==> src/rtl/fac_pkg.sv <==
// Shared types, constants and a helper function of the flash access command splitter.
package fac_pkg;

    // Field widths
    localparam int OP_W       = 2;
    localparam int ADDR_W     = 24;
    localparam int LEN_W      = 9;
    localparam int SECT_W     = 12;
    localparam int KIND_W     = 3;
    localparam int CNT_W      = 6;
    localparam int CHIP_W     = 25;
    localparam int PAGE_W     = 13;
    localparam int SECTB_W    = 17;
    localparam int PROD_W     = SECT_W + SECTB_W;
    localparam int CFG_IDX_W  = 2;
    localparam int CFG_DATA_W = 25;

    // Request limits and burst geometry
    localparam logic [LEN_W:0]   MAX_REQUEST_BYTES = 10'd256;
    localparam int               BURST_SHIFT       = 5;
    localparam logic [CNT_W-1:0] BURST_BYTES       = 6'd32;
    localparam int               MAX_RESULTS       = 24;

    // Request operations
    localparam logic [OP_W-1:0] OP_READ  = 2'd0;
    localparam logic [OP_W-1:0] OP_WRITE = 2'd1;
    localparam logic [OP_W-1:0] OP_ERASE = 2'd2;

    // Result kinds
    localparam logic [KIND_W-1:0] KIND_WREN   = 3'd0;
    localparam logic [KIND_W-1:0] KIND_PROG   = 3'd1;
    localparam logic [KIND_W-1:0] KIND_READ   = 3'd2;
    localparam logic [KIND_W-1:0] KIND_ERASE  = 3'd3;
    localparam logic [KIND_W-1:0] KIND_DONE   = 3'd4;
    localparam logic [KIND_W-1:0] KIND_REJECT = 3'd5;

    // Configuration register indexes
    localparam logic [CFG_IDX_W-1:0] CFG_CHIP_BYTES   = 2'd0;
    localparam logic [CFG_IDX_W-1:0] CFG_PAGE_BYTES   = 2'd1;
    localparam logic [CFG_IDX_W-1:0] CFG_SECTOR_BYTES = 2'd2;

    // Configuration reset values
    localparam logic [CHIP_W-1:0]  CHIP_BYTES_RESET   = 25'd4194304;
    localparam logic [PAGE_W-1:0]  PAGE_BYTES_RESET   = 13'd256;
    localparam logic [SECTB_W-1:0] SECTOR_BYTES_RESET = 17'd4096;

    typedef struct packed {
        logic [OP_W-1:0]   operation;
        logic [ADDR_W-1:0] address;
        logic [LEN_W-1:0]  length;
        logic [SECT_W-1:0] sector;
    } req_t;

    typedef struct packed {
        logic [KIND_W-1:0] kind;
        logic [ADDR_W-1:0] flash_address;
        logic [CNT_W-1:0]  byte_count;
        logic              last;
    } res_t;

    typedef enum logic [2:0] {
        JOB_READ   = 3'd0,
        JOB_WRITE  = 3'd1,
        JOB_ERASE  = 3'd2,
        JOB_DONE   = 3'd3,
        JOB_REJECT = 3'd4
    } job_t;

    // Classified request handed from the front end to the sequencer
    typedef struct packed {
        job_t              job;
        logic [ADDR_W-1:0] address;
        logic [LEN_W-1:0]  length;
    } desc_t;

    // Largest power of two not above raw, held between 32 and 4096
    function automatic logic [PAGE_W-1:0] effective_page(input logic [PAGE_W-1:0] raw);
        logic [PAGE_W-1:0] p;
        p = PAGE_W'(32);
        for (int i = 6; i < PAGE_W; i++) begin
            if (raw[i]) begin
                p = PAGE_W'(1) << i;
            end
        end
        return p;
    endfunction

endpackage

==> src/rtl/fac_if.sv <==
// Request and result channel interfaces of the flash access command splitter.
interface fac_req_if;
    logic          valid;
    logic          ready;
    fac_pkg::req_t data;

    modport source (output valid, output data, input ready);
    modport sink   (input valid, input data, output ready);
endinterface

interface fac_res_if;
    logic          valid;
    logic          ready;
    fac_pkg::res_t data;

    modport source (output valid, output data, input ready);
    modport sink   (input valid, input data, output ready);
endinterface

==> src/rtl/fac_front.sv <==
// Front end: accepts requests, checks them and classifies them into descriptors.
module fac_front (
    input  logic                         clk,
    input  logic                         rst_n,
    fac_req_if.sink                      req,
    input  logic [fac_pkg::CHIP_W-1:0]   chip_bytes,
    input  logic [fac_pkg::PAGE_W-1:0]   page_eff,
    input  logic [fac_pkg::SECTB_W-1:0]  sector_bytes,
    output logic                         push_valid,
    input  logic                         push_ready,
    output fac_pkg::desc_t               push_desc
);

    logic                         hold_valid_reg;
    logic                         hold_valid_next;
    fac_pkg::req_t                hold_reg;
    logic [fac_pkg::PROD_W-1:0]   prod_reg;
    logic                         accept;

    logic [fac_pkg::CHIP_W-1:0]   rw_end;
    logic                         too_long;
    logic                         misaligned;
    logic                         out_of_range;
    logic                         is_write;
    logic [fac_pkg::PAGE_W-1:0]   room;
    logic [fac_pkg::LEN_W-1:0]    first_len;
    logic [fac_pkg::LEN_W-1:0]    rest_len;
    logic [4:0]                   head_bursts;
    logic [4:0]                   tail_bursts;
    logic [4:0]                   read_bursts;
    logic [5:0]                   write_bursts;
    logic                         too_many;
    logic [fac_pkg::PROD_W:0]     erase_end;
    logic                         erase_bad;

    // Take a new word whenever the holding stage is empty or drains this cycle
    assign req.ready  = !hold_valid_reg || push_ready;
    assign accept     = req.valid && req.ready;
    assign push_valid = hold_valid_reg;

    always_comb
    begin
        hold_valid_next = hold_valid_reg;
        if (accept)
        begin
            hold_valid_next = 1'b1;
        end
        else if (push_ready)
        begin
            hold_valid_next = 1'b0;
        end
    end

    always_ff @(posedge clk or negedge rst_n)
    begin
        if (!rst_n)
        begin
            hold_valid_reg <= 1'b0;
        end
        else
        begin
            hold_valid_reg <= hold_valid_next;
        end
    end

    // Capture the request and the erase address product
    always_ff @(posedge clk)
    begin
        if (accept)
        begin
            hold_reg <= req.data;
            prod_reg <= fac_pkg::PROD_W'(req.data.sector) * fac_pkg::PROD_W'(sector_bytes);
        end
    end

    // Bounds, alignment and command count checks
    always_comb
    begin
        is_write     = hold_reg.operation == fac_pkg::OP_WRITE;
        rw_end       = fac_pkg::CHIP_W'(hold_reg.address) + fac_pkg::CHIP_W'(hold_reg.length);
        too_long     = {1'b0, hold_reg.length} > fac_pkg::MAX_REQUEST_BYTES;
        misaligned   = (hold_reg.length[1:0] != 2'b00) || (hold_reg.address[1:0] != 2'b00);
        out_of_range = rw_end > chip_bytes;
        room         = page_eff - (hold_reg.address[fac_pkg::PAGE_W-1:0]
                                   & (page_eff - fac_pkg::PAGE_W'(1)));
        first_len    = (fac_pkg::PAGE_W'(hold_reg.length) < room)
                       ? hold_reg.length : room[fac_pkg::LEN_W-1:0];
        rest_len     = hold_reg.length - first_len;
        head_bursts  = 5'((10'(first_len) + 10'(fac_pkg::BURST_BYTES - 6'd1))
                          >> fac_pkg::BURST_SHIFT);
        tail_bursts  = 5'((10'(rest_len) + 10'(fac_pkg::BURST_BYTES - 6'd1))
                          >> fac_pkg::BURST_SHIFT);
        read_bursts  = 5'((10'(hold_reg.length) + 10'(fac_pkg::BURST_BYTES - 6'd1))
                          >> fac_pkg::BURST_SHIFT);
        write_bursts = 6'(head_bursts) + 6'(tail_bursts);
        too_many     = is_write ? (write_bursts > 6'(fac_pkg::MAX_RESULTS / 2))
                                : (6'(read_bursts) > 6'(fac_pkg::MAX_RESULTS));
        erase_end    = (fac_pkg::PROD_W + 1)'(prod_reg) + (fac_pkg::PROD_W + 1)'(sector_bytes);
        erase_bad    = (sector_bytes == '0)
                       || (erase_end > (fac_pkg::PROD_W + 1)'(chip_bytes))
                       || (prod_reg[11:0] != 12'h000);
    end

    // Classify the held request
    always_comb
    begin
        push_desc.job     = fac_pkg::JOB_REJECT;
        push_desc.address = '0;
        push_desc.length  = '0;
        case (hold_reg.operation)
            fac_pkg::OP_READ, fac_pkg::OP_WRITE:
            begin
                if (too_long || (is_write && misaligned) || out_of_range)
                begin
                    push_desc.job = fac_pkg::JOB_REJECT;
                end
                else if (hold_reg.length == '0)
                begin
                    push_desc.job = fac_pkg::JOB_DONE;
                end
                else if (too_many)
                begin
                    push_desc.job = fac_pkg::JOB_REJECT;
                end
                else
                begin
                    push_desc.job     = is_write ? fac_pkg::JOB_WRITE : fac_pkg::JOB_READ;
                    push_desc.address = hold_reg.address;
                    push_desc.length  = hold_reg.length;
                end
            end
            fac_pkg::OP_ERASE:
            begin
                if (!erase_bad)
                begin
                    push_desc.job     = fac_pkg::JOB_ERASE;
                    push_desc.address = prod_reg[fac_pkg::ADDR_W-1:0];
                end
            end
            default:
            begin
                push_desc.job = fac_pkg::JOB_REJECT;
            end
        endcase
    end

endmodule

==> src/rtl/fac_queue.sv <==
// Small register queue of classified requests between front end and sequencer.
module fac_queue #(
    parameter int DEPTH = 2
) (
    input  logic           clk,
    input  logic           rst_n,
    input  logic           push_valid,
    output logic           push_ready,
    input  fac_pkg::desc_t push_desc,
    output logic           pop_valid,
    input  logic           pop_ready,
    output fac_pkg::desc_t pop_desc
);

    localparam int PTR_W = $clog2(DEPTH);
    localparam int CNT_W = $clog2(DEPTH + 1);

    fac_pkg::desc_t   slot_reg [DEPTH];
    logic [PTR_W-1:0] wr_ptr_reg;
    logic [PTR_W-1:0] wr_ptr_next;
    logic [PTR_W-1:0] rd_ptr_reg;
    logic [PTR_W-1:0] rd_ptr_next;
    logic [CNT_W-1:0] count_reg;
    logic [CNT_W-1:0] count_next;
    logic             do_push;
    logic             do_pop;

    assign push_ready = count_reg != CNT_W'(DEPTH);
    assign pop_valid  = count_reg != '0;
    assign pop_desc   = slot_reg[rd_ptr_reg];
    assign do_push    = push_valid && push_ready;
    assign do_pop     = pop_valid && pop_ready;

    // Advance pointers and occupancy
    always_comb
    begin
        wr_ptr_next = wr_ptr_reg;
        rd_ptr_next = rd_ptr_reg;
        count_next  = count_reg;
        if (do_push)
        begin
            wr_ptr_next = (wr_ptr_reg == PTR_W'(DEPTH - 1)) ? '0 : wr_ptr_reg + PTR_W'(1);
        end
        if (do_pop)
        begin
            rd_ptr_next = (rd_ptr_reg == PTR_W'(DEPTH - 1)) ? '0 : rd_ptr_reg + PTR_W'(1);
        end
        if (do_push && !do_pop)
        begin
            count_next = count_reg + CNT_W'(1);
        end
        else if (do_pop && !do_push)
        begin
            count_next = count_reg - CNT_W'(1);
        end
    end

    always_ff @(posedge clk or negedge rst_n)
    begin
        if (!rst_n)
        begin
            wr_ptr_reg <= '0;
            rd_ptr_reg <= '0;
            count_reg  <= '0;
        end
        else
        begin
            wr_ptr_reg <= wr_ptr_next;
            rd_ptr_reg <= rd_ptr_next;
            count_reg  <= count_next;
        end
    end

    // Store the pushed word
    always_ff @(posedge clk)
    begin
        if (do_push)
        begin
            slot_reg[wr_ptr_reg] <= push_desc;
        end
    end

endmodule

==> src/rtl/fac_back.sv <==
// Back end: sequences one request into flash commands, one per cycle unless stalled.
module fac_back (
    input  logic                        clk,
    input  logic                        rst_n,
    input  logic                        pop_valid,
    output logic                        pop_ready,
    input  fac_pkg::desc_t              pop_desc,
    input  logic [fac_pkg::PAGE_W-1:0]  page_eff,
    fac_res_if.source                   res
);

    typedef enum logic [7:0] {
        ST_IDLE       = 8'b0000_0001,
        ST_READ       = 8'b0000_0010,
        ST_WREN_PROG  = 8'b0000_0100,
        ST_PROG       = 8'b0000_1000,
        ST_WREN_ERASE = 8'b0001_0000,
        ST_ERASE      = 8'b0010_0000,
        ST_DONE       = 8'b0100_0000,
        ST_REJECT     = 8'b1000_0000
    } state_t;

    state_t                        state_reg;
    state_t                        state_next;
    logic [fac_pkg::ADDR_W-1:0]    addr_reg;
    logic [fac_pkg::ADDR_W-1:0]    addr_next;
    logic [fac_pkg::LEN_W-1:0]     rem_reg;
    logic [fac_pkg::LEN_W-1:0]     rem_next;
    logic                          out_valid_reg;
    logic                          out_valid_next;
    fac_pkg::res_t                 out_reg;
    fac_pkg::res_t                 out_next;
    logic                          out_free;
    logic [fac_pkg::PAGE_W-1:0]    room;
    logic [fac_pkg::CNT_W-1:0]     read_step;
    logic [fac_pkg::CNT_W-1:0]     prog_step;

    assign res.valid = out_valid_reg;
    assign res.data  = out_reg;
    assign out_free  = !out_valid_reg || res.ready;

    // Burst size: remaining bytes capped by the burst and, for programs, the page end
    always_comb
    begin
        room      = page_eff - (addr_reg[fac_pkg::PAGE_W-1:0] & (page_eff - fac_pkg::PAGE_W'(1)));
        read_step = (rem_reg < fac_pkg::LEN_W'(fac_pkg::BURST_BYTES))
                    ? rem_reg[fac_pkg::CNT_W-1:0] : fac_pkg::BURST_BYTES;
        prog_step = (fac_pkg::PAGE_W'(read_step) > room)
                    ? room[fac_pkg::CNT_W-1:0] : read_step;
    end

    // Sequence commands into the output register
    always_comb
    begin
        state_next     = state_reg;
        addr_next      = addr_reg;
        rem_next       = rem_reg;
        out_valid_next = out_valid_reg && !res.ready;
        out_next       = out_reg;
        pop_ready      = 1'b0;
        case (state_reg)
            ST_IDLE:
            begin
                pop_ready = 1'b1;
                if (pop_valid)
                begin
                    addr_next = pop_desc.address;
                    rem_next  = pop_desc.length;
                    case (pop_desc.job)
                        fac_pkg::JOB_READ:  state_next = ST_READ;
                        fac_pkg::JOB_WRITE: state_next = ST_WREN_PROG;
                        fac_pkg::JOB_ERASE: state_next = ST_WREN_ERASE;
                        fac_pkg::JOB_DONE:  state_next = ST_DONE;
                        default:            state_next = ST_REJECT;
                    endcase
                end
            end
            ST_READ:
            begin
                if (out_free)
                begin
                    out_valid_next         = 1'b1;
                    out_next.kind          = fac_pkg::KIND_READ;
                    out_next.flash_address = addr_reg;
                    out_next.byte_count    = read_step;
                    out_next.last          = rem_reg == fac_pkg::LEN_W'(read_step);
                    addr_next              = addr_reg + fac_pkg::ADDR_W'(read_step);
                    rem_next               = rem_reg - fac_pkg::LEN_W'(read_step);
                    if (rem_reg == fac_pkg::LEN_W'(read_step))
                    begin
                        state_next = ST_IDLE;
                    end
                end
            end
            ST_WREN_PROG, ST_WREN_ERASE:
            begin
                if (out_free)
                begin
                    out_valid_next         = 1'b1;
                    out_next.kind          = fac_pkg::KIND_WREN;
                    out_next.flash_address = '0;
                    out_next.byte_count    = '0;
                    out_next.last          = 1'b0;
                    state_next = (state_reg == ST_WREN_PROG) ? ST_PROG : ST_ERASE;
                end
            end
            ST_PROG:
            begin
                if (out_free)
                begin
                    out_valid_next         = 1'b1;
                    out_next.kind          = fac_pkg::KIND_PROG;
                    out_next.flash_address = addr_reg;
                    out_next.byte_count    = prog_step;
                    out_next.last          = rem_reg == fac_pkg::LEN_W'(prog_step);
                    addr_next              = addr_reg + fac_pkg::ADDR_W'(prog_step);
                    rem_next               = rem_reg - fac_pkg::LEN_W'(prog_step);
                    state_next = (rem_reg == fac_pkg::LEN_W'(prog_step)) ? ST_IDLE : ST_WREN_PROG;
                end
            end
            ST_ERASE:
            begin
                if (out_free)
                begin
                    out_valid_next         = 1'b1;
                    out_next.kind          = fac_pkg::KIND_ERASE;
                    out_next.flash_address = addr_reg;
                    out_next.byte_count    = '0;
                    out_next.last          = 1'b1;
                    state_next             = ST_IDLE;
                end
            end
            ST_DONE, ST_REJECT:
            begin
                if (out_free)
                begin
                    out_valid_next         = 1'b1;
                    out_next.kind          = (state_reg == ST_DONE) ? fac_pkg::KIND_DONE
                                                                    : fac_pkg::KIND_REJECT;
                    out_next.flash_address = '0;
                    out_next.byte_count    = '0;
                    out_next.last          = 1'b1;
                    state_next             = ST_IDLE;
                end
            end
            default:
            begin
                state_next = ST_IDLE;
            end
        endcase
    end

    always_ff @(posedge clk or negedge rst_n)
    begin
        if (!rst_n)
        begin
            state_reg     <= ST_IDLE;
            out_valid_reg <= 1'b0;
        end
        else
        begin
            state_reg     <= state_next;
            out_valid_reg <= out_valid_next;
        end
    end

    // Hold the command cursor and the output word
    always_ff @(posedge clk)
    begin
        addr_reg <= addr_next;
        rem_reg  <= rem_next;
        out_reg  <= out_next;
    end

endmodule

==> src/rtl/flash_access_command_splitter.sv <==
// Top level of the flash access command splitter: configuration and channel wiring.
//
// Requests (read, write or sector erase) arrive on the req channel and are
// taken at a clock edge where valid and ready are both high. Each request
// yields a run of SPI flash command words on the res channel (write enable,
// page program, read burst, sector erase, done or rejected); the final word
// of a request has last set.
// The front end checks and classifies a request in the cycle after it is
// taken and pushes it into a small queue; the sequencer pops it into its
// cursor registers, then emits one command word per cycle into an output
// register while that register is free, and finishes one request before it
// pops the next. The longest write is 18 words (nine bursts). The front end
// keeps taking requests while the queue has room.
// When the receiver stalls, the output word holds and the sequencer waits;
// the queue then fills and req.ready drops. Reset clears the queue, the
// sequencer and the output valid, and returns the chip, page and sector
// sizes to 4 MiB, 256 and 4096 bytes. Configuration is to be written by the
// user via cfg_we / cfg_index / cfg_data only while idle; the block has no check.
module flash_access_command_splitter #(
    parameter int QUEUE_DEPTH = 2
) (
    input  logic                              clk,
    input  logic                              rst_n,
    input  logic                              cfg_we,
    input  logic [fac_pkg::CFG_IDX_W-1:0]     cfg_index,
    input  logic [fac_pkg::CFG_DATA_W-1:0]    cfg_data,
    fac_req_if.sink                           req,
    fac_res_if.source                         res
);

    logic [fac_pkg::CHIP_W-1:0]  chip_bytes_reg;
    logic [fac_pkg::PAGE_W-1:0]  page_eff_reg;
    logic [fac_pkg::SECTB_W-1:0] sector_bytes_reg;

    logic           push_valid;
    logic           push_ready;
    fac_pkg::desc_t push_desc;
    logic           pop_valid;
    logic           pop_ready;
    fac_pkg::desc_t pop_desc;

    // Write configuration registers; keep the page size already rounded
    always_ff @(posedge clk or negedge rst_n)
    begin
        if (!rst_n)
        begin
            chip_bytes_reg   <= fac_pkg::CHIP_BYTES_RESET;
            page_eff_reg     <= fac_pkg::PAGE_BYTES_RESET;
            sector_bytes_reg <= fac_pkg::SECTOR_BYTES_RESET;
        end
        else if (cfg_we)
        begin
            case (cfg_index)
                fac_pkg::CFG_CHIP_BYTES:
                    chip_bytes_reg <= cfg_data[fac_pkg::CHIP_W-1:0];
                fac_pkg::CFG_PAGE_BYTES:
                    page_eff_reg <= fac_pkg::effective_page(cfg_data[fac_pkg::PAGE_W-1:0]);
                fac_pkg::CFG_SECTOR_BYTES:
                    sector_bytes_reg <= cfg_data[fac_pkg::SECTB_W-1:0];
                default:
                    chip_bytes_reg <= chip_bytes_reg;
            endcase
        end
    end

    fac_front u_front (
        .clk          (clk),
        .rst_n        (rst_n),
        .req          (req),
        .chip_bytes   (chip_bytes_reg),
        .page_eff     (page_eff_reg),
        .sector_bytes (sector_bytes_reg),
        .push_valid   (push_valid),
        .push_ready   (push_ready),
        .push_desc    (push_desc)
    );

    fac_queue #(
        .DEPTH (QUEUE_DEPTH)
    ) u_queue (
        .clk        (clk),
        .rst_n      (rst_n),
        .push_valid (push_valid),
        .push_ready (push_ready),
        .push_desc  (push_desc),
        .pop_valid  (pop_valid),
        .pop_ready  (pop_ready),
        .pop_desc   (pop_desc)
    );

    fac_back u_back (
        .clk       (clk),
        .rst_n     (rst_n),
        .pop_valid (pop_valid),
        .pop_ready (pop_ready),
        .pop_desc  (pop_desc),
        .page_eff  (page_eff_reg),
        .res       (res)
    );

endmodule

==> src/flat_wrapper.sv <==
// flat-port wrapper written by rule: the top's interface ports become plain ports
module flash_access_command_splitter_flat 
#(
    parameter int QUEUE_DEPTH = 2
)
  (clk, rst_n, cfg_we, cfg_index, cfg_data, req_valid, req_data, req_ready, res_valid, res_data, res_ready);
  fac_req_if req_i ();
  fac_res_if res_i ();
  input  logic clk;
  input  logic rst_n;
  input  logic cfg_we;
  input  logic [fac_pkg::CFG_IDX_W-1:0] cfg_index;
  input  logic [fac_pkg::CFG_DATA_W-1:0] cfg_data;
  input wire logic [$bits(req_i.valid)-1:0] req_valid;
  input wire logic [$bits(req_i.data)-1:0] req_data;
  output wire logic [$bits(req_i.ready)-1:0] req_ready;
  output wire logic [$bits(res_i.valid)-1:0] res_valid;
  output wire logic [$bits(res_i.data)-1:0] res_data;
  input wire logic [$bits(res_i.ready)-1:0] res_ready;
  assign req_i.valid = req_valid;
  assign req_i.data = req_data;
  assign req_ready = req_i.ready;
  assign res_valid = res_i.valid;
  assign res_data = res_i.data;
  assign res_i.ready = res_ready;
  flash_access_command_splitter #(.QUEUE_DEPTH(QUEUE_DEPTH)) u_core (.clk(clk), .rst_n(rst_n), .cfg_we(cfg_we), .cfg_index(cfg_index), .cfg_data(cfg_data), .req(req_i), .res(res_i));
endmodule
==> config.mk <==
export PLATFORM = sky130hd
export DESIGN_NAME = flash_access_command_splitter_flat
export DESIGN_NICKNAME = d
export VERILOG_FILES = /design/src/rtl/fac_pkg.sv /design/src/rtl/fac_if.sv /design/src/rtl/fac_front.sv /design/src/rtl/fac_queue.sv /design/src/rtl/fac_back.sv /design/src/rtl/flash_access_command_splitter.sv /design/src/flat_wrapper.sv
export SDC_FILE = /design/constraint.sdc
export NUM_CORES = 1
export LEC_CHECK = 0
export BUFFER_PORTS_ARGS = -buffer_cell sky130_fd_sc_hd__clkbuf_2
export CORE_MARGIN = 5
export CORE_UTILIZATION = 25
export DETAILED_ROUTE_END_ITERATION = 12
export PLACE_DENSITY = 0.52
export SYNTH_ARGS = -nofsm -noshare
export SYNTH_HDL_FRONTEND = slang
export SYNTH_SLANG_ARGS = --single-unit
==> constraint.sdc <==
create_clock -name clk -period 6.6 [get_ports clk]
set_clock_uncertainty 0.05 [all_clocks]
set_input_delay 0.66 -clock clk [delete_from_list [all_inputs] [get_ports clk]]
set_output_delay 0.66 -clock clk [all_outputs]
set_load 0.05 [all_outputs]
==> flow_metrics.py <==
metrics = {
    "placed_design": {
        "placed_area_sq_um": 25300,
        "place_ws_ps": -350,
        "gp_congestion": 0.859,
        "portBuffers": 114,
        "dpl.hpwl_um": 49200,
        "dp_cells": 3584,
    },
    "pwr": {
        "leakagePower_nw": 11.7,
        "power_mw": 15.6,
        "vdd_ir_drop_max_mv": 0.455,
        "powerDensity_nw_per_um2": 576,
    },
    "sta": {
        "maxSlewHeadroom_pct": 19.9,
        "hold_violations": 0,
        "slew_violations": 0,
        "tightest_slew_ps": 1200,
        "rsz0062_at_grt": "yes",
        "hold_slack_ps": 236,
        "finalSetupViolations": 68,
        "fmax_mhz": 146,
        "period_needed_ps": 6830,
        "setup_slack_ps": -227,
        "fin_setup_tns_ps": -12360,
        "finalCritPeriodShare_pct": 103,
    },
    "floorplanning": {
        "die_area_sq_um": 95300,
        "die_h_um": 309,
        "ios": 115,
        "core_sq_um": 88500,
        "die-width_um": 309,
        "start_util_pct": 25.2,
        "rows": 109,
    },
    "critical_path": {
        "crit_family": "adder cells",
        "cpPeakStageDelay_ps": 530,
        "cp_max_fo": 11,
        "setup.worst_path.start": "u_core.u_front.hold_reg[23]",
        "crit_required_ps": 6840,
        "endpoint_kind": "flip-flop",
        "worst-path-buf-inv": 6,
        "criticalPathCategory": "flip-flop to flip-flop",
        "arrival_ps": 7070,
        "cp-start-kind": "flip-flop",
        "r2r_start": "u_core.u_front.hold_reg[23]",
        "crit_top_cell": "nor3_4",
        "worst_path_max_delay_cell": "fa_2",
    },
    "outcome": {
        "status": "finished with violations",
        "violations": "negative setup slack",
    },
    "cts": {
        "numClockSinks": 267,
        "cts_tree": "yes",
        "clk_path_buf_depth": 3,
        "clockRootBuffer": "clkbuf_16",
        "path_clk_slew_ps": 60,
        "worstSkewPairLatency_ps": 560,
        "cts_buffers": 36,
        "h-tree-depth": 2,
    },
    "synthesis": {
        "yosysMostFrequentCell": "nand2_1",
        "syn_area_sq_um": 22300,
        "synthArstFlopShare_pct": 24.0,
        "ys_seq_area_share_pct": 34.5,
        "netlist.area_leader.share_pct": 27.3,
        "syn_nets": 2661,
        "yosys_warnings": 0,
        "synth.distinct_cells": 82,
        "synth.ff_latch_count": 267,
        "synth_edf_count": 203,
        "yosysTopAreaCell": "edfxtp_1",
        "synth.area.top_cells": "edfxtp_1, fa_1, ha_1, dfrtp_1, nand2_1",
        "yosys_most_used_dff": "edfxtp_1",
        "syn_inst": 2240,
        "syn_avg_cell_area_sq_um": 9.95,
        "synth_commonest_cells": "nand2_1, inv_1, edfxtp_1",
    },
    "global_route": {
        "overflow": 0,
        "grt_pass1_vias": 17100,
        "use_met3_pct": 1.84,
        "grt-busiest-layer": "met2",
        "grt_usage_pct": 13.1,
        "met1_usage_pct": 18.1,
        "grt_pass1_wl_um": 98300,
        "grtUsageMet2_pct": 21.7,
        "antenna_found_initial": 5,
        "grt_max_degree": 65,
    },
    "detailed_routing": {
        "drt-initial-drc-count": 966,
        "route.detailed.drc": 0,
        "vias": 16800,
        "wl_um": 62800,
        "dr.pass1.iters": 5,
        "antenna_left": 0,
        "wl_per_cell_um": 17.0,
        "viasPerCell": 4.55,
    },
    "cells_and_area": {
        "largest_reg_flops": 72,
        "drive_above_1_share_pct": 18.3,
        "nets": 2919,
        "area_delta_synth_final_pct": 21.2,
        "final_cells": 3692,
        "post-route-util_pct": 30.5,
        "postLayoutCellArea_sq_um": 27000,
    },
    "hold_path": {
        "hp-class": "primary input to flip-flop",
        "min_from": "req_data[36]",
    },
    "run": {
        "maxCapViolations": 0,
    },
}
## cell type report
| cell class | count | area (sq um) |
|---|---|---|
| fillers | 9268 | 61500 |
| repair buffers | 301 | 2060 |
| inverters | 221 | 835 |
| diodes | 3 | 7.51 |
| multi-input cells | 1671 | 13800 |
| well taps | 1165 | 1460 |
| flip-flops and latches | 267 | 7710 |
| clock buffers | 50 | 1000 |
| clock inverters | 14 | 163 |
## routing by layer
layer  wire [um]  vias to the layer above
li1            -                     8269
met1       29200                     8109
met5           0                        -
met2       29400                      329
met4        1390                        0
met3        2910                       77
## placed cells by master (no fill, tap or decap), types with 6 or more instances in the layout
cell type	synthesis	routed
xor2_1	45	44
a22o_1	16	16
inv_1	220	216
a21o_1	36	36
nor2b_1	34	32
xnor2_1	86	84
o21bai_1	9	9
buf_4	0	180
o22ai_1	10	7
nand3b_1	7	7
o211ai_1	6	6
a211oi_1	20	18
nand2b_1	23	21
clkbuf_1	72	10
o221ai_1	10	10
o31ai_1	13	11
and2_1	108	103
ha_1	186	180
mux2i_1	37	37
o21ai_0	103	98
a31oi_1	13	12
o21a_1	20	20
mux2_2	26	25
clkbuf_2	0	113
dfrtp_1	60	57
nor4_1	14	13
nor2_1	126	121
nand4_1	25	25
clkbuf_16	0	37
or3_1	7	7
nand3_1	36	35
nand2_1	277	275
edfxtp_1	203	203
and3_1	14	13
nor3_1	41	36
a21oi_1	84	81
fa_1	156	154
## power by group
group          switching (mW)  internal (mW)  total, mW
Combinational            5.64           4.67       10.3
Sequential              0.461           2.89       3.35
Clock                   0.766           1.15       1.92
Total                    6.87           8.71       15.6
## kinds of logic (layout without fill, tap and decap cells)
group	after synthesis	in the layout	share of synthesized area, %
AO/OA/AOI/OAI	383	383	11.2
XOR/XNOR	131	131	5.15
adder cells (fa/ha/maj)	345	345	24.6
buffers and inverters	302	586	5.11
flip-flops	267	267	34.5
multiplexers	63	63	2.97
other	2	5	0.0337
AND/OR/NAND/NOR	747	747	16.4
## final timing paths
check,endpoint,slack (ps),cells past startpoint
setup / recovery,u_core.u_queue.slot_reg[1][31],-230,39
hold / removal,u_core.u_front.hold_reg[36],240,1
setup reg to reg,u_core.u_queue.slot_reg[1][31],-230,39
hold reg to reg,u_core.u_queue.wr_ptr_reg,500,1
max in group asynchronous,u_core.sector_bytes_reg[2],4930,3
min in group asynchronous,u_core.u_back.state_reg[7],420,2
## worst register-to-register path: cells and delay by family, from the launching register on
kind                     cells  cell delay, ps
AO/OA/AOI/OAI               12            1350
XOR/XNOR                     2             380
adder cells (fa/ha/maj)      6            1950
buffers and inverters        6             810
flip-flops                   1             400
AND/OR/NAND/NOR             13            1600
## timing repair
| item | in CTS | in global routing |
|---|---|---|
| setup endpoints to repair | 70 | 71 |
| cloned | 2 | 0 |
| setup buffers | 32 | 6 |
| hold buffers | 1 | 0 |
| resized for setup | 24 | 28 |
| hold endpoints to repair | 8 | 0 |
| pin swaps | 28 | 8 |
(Power assumes the default switching activity.)
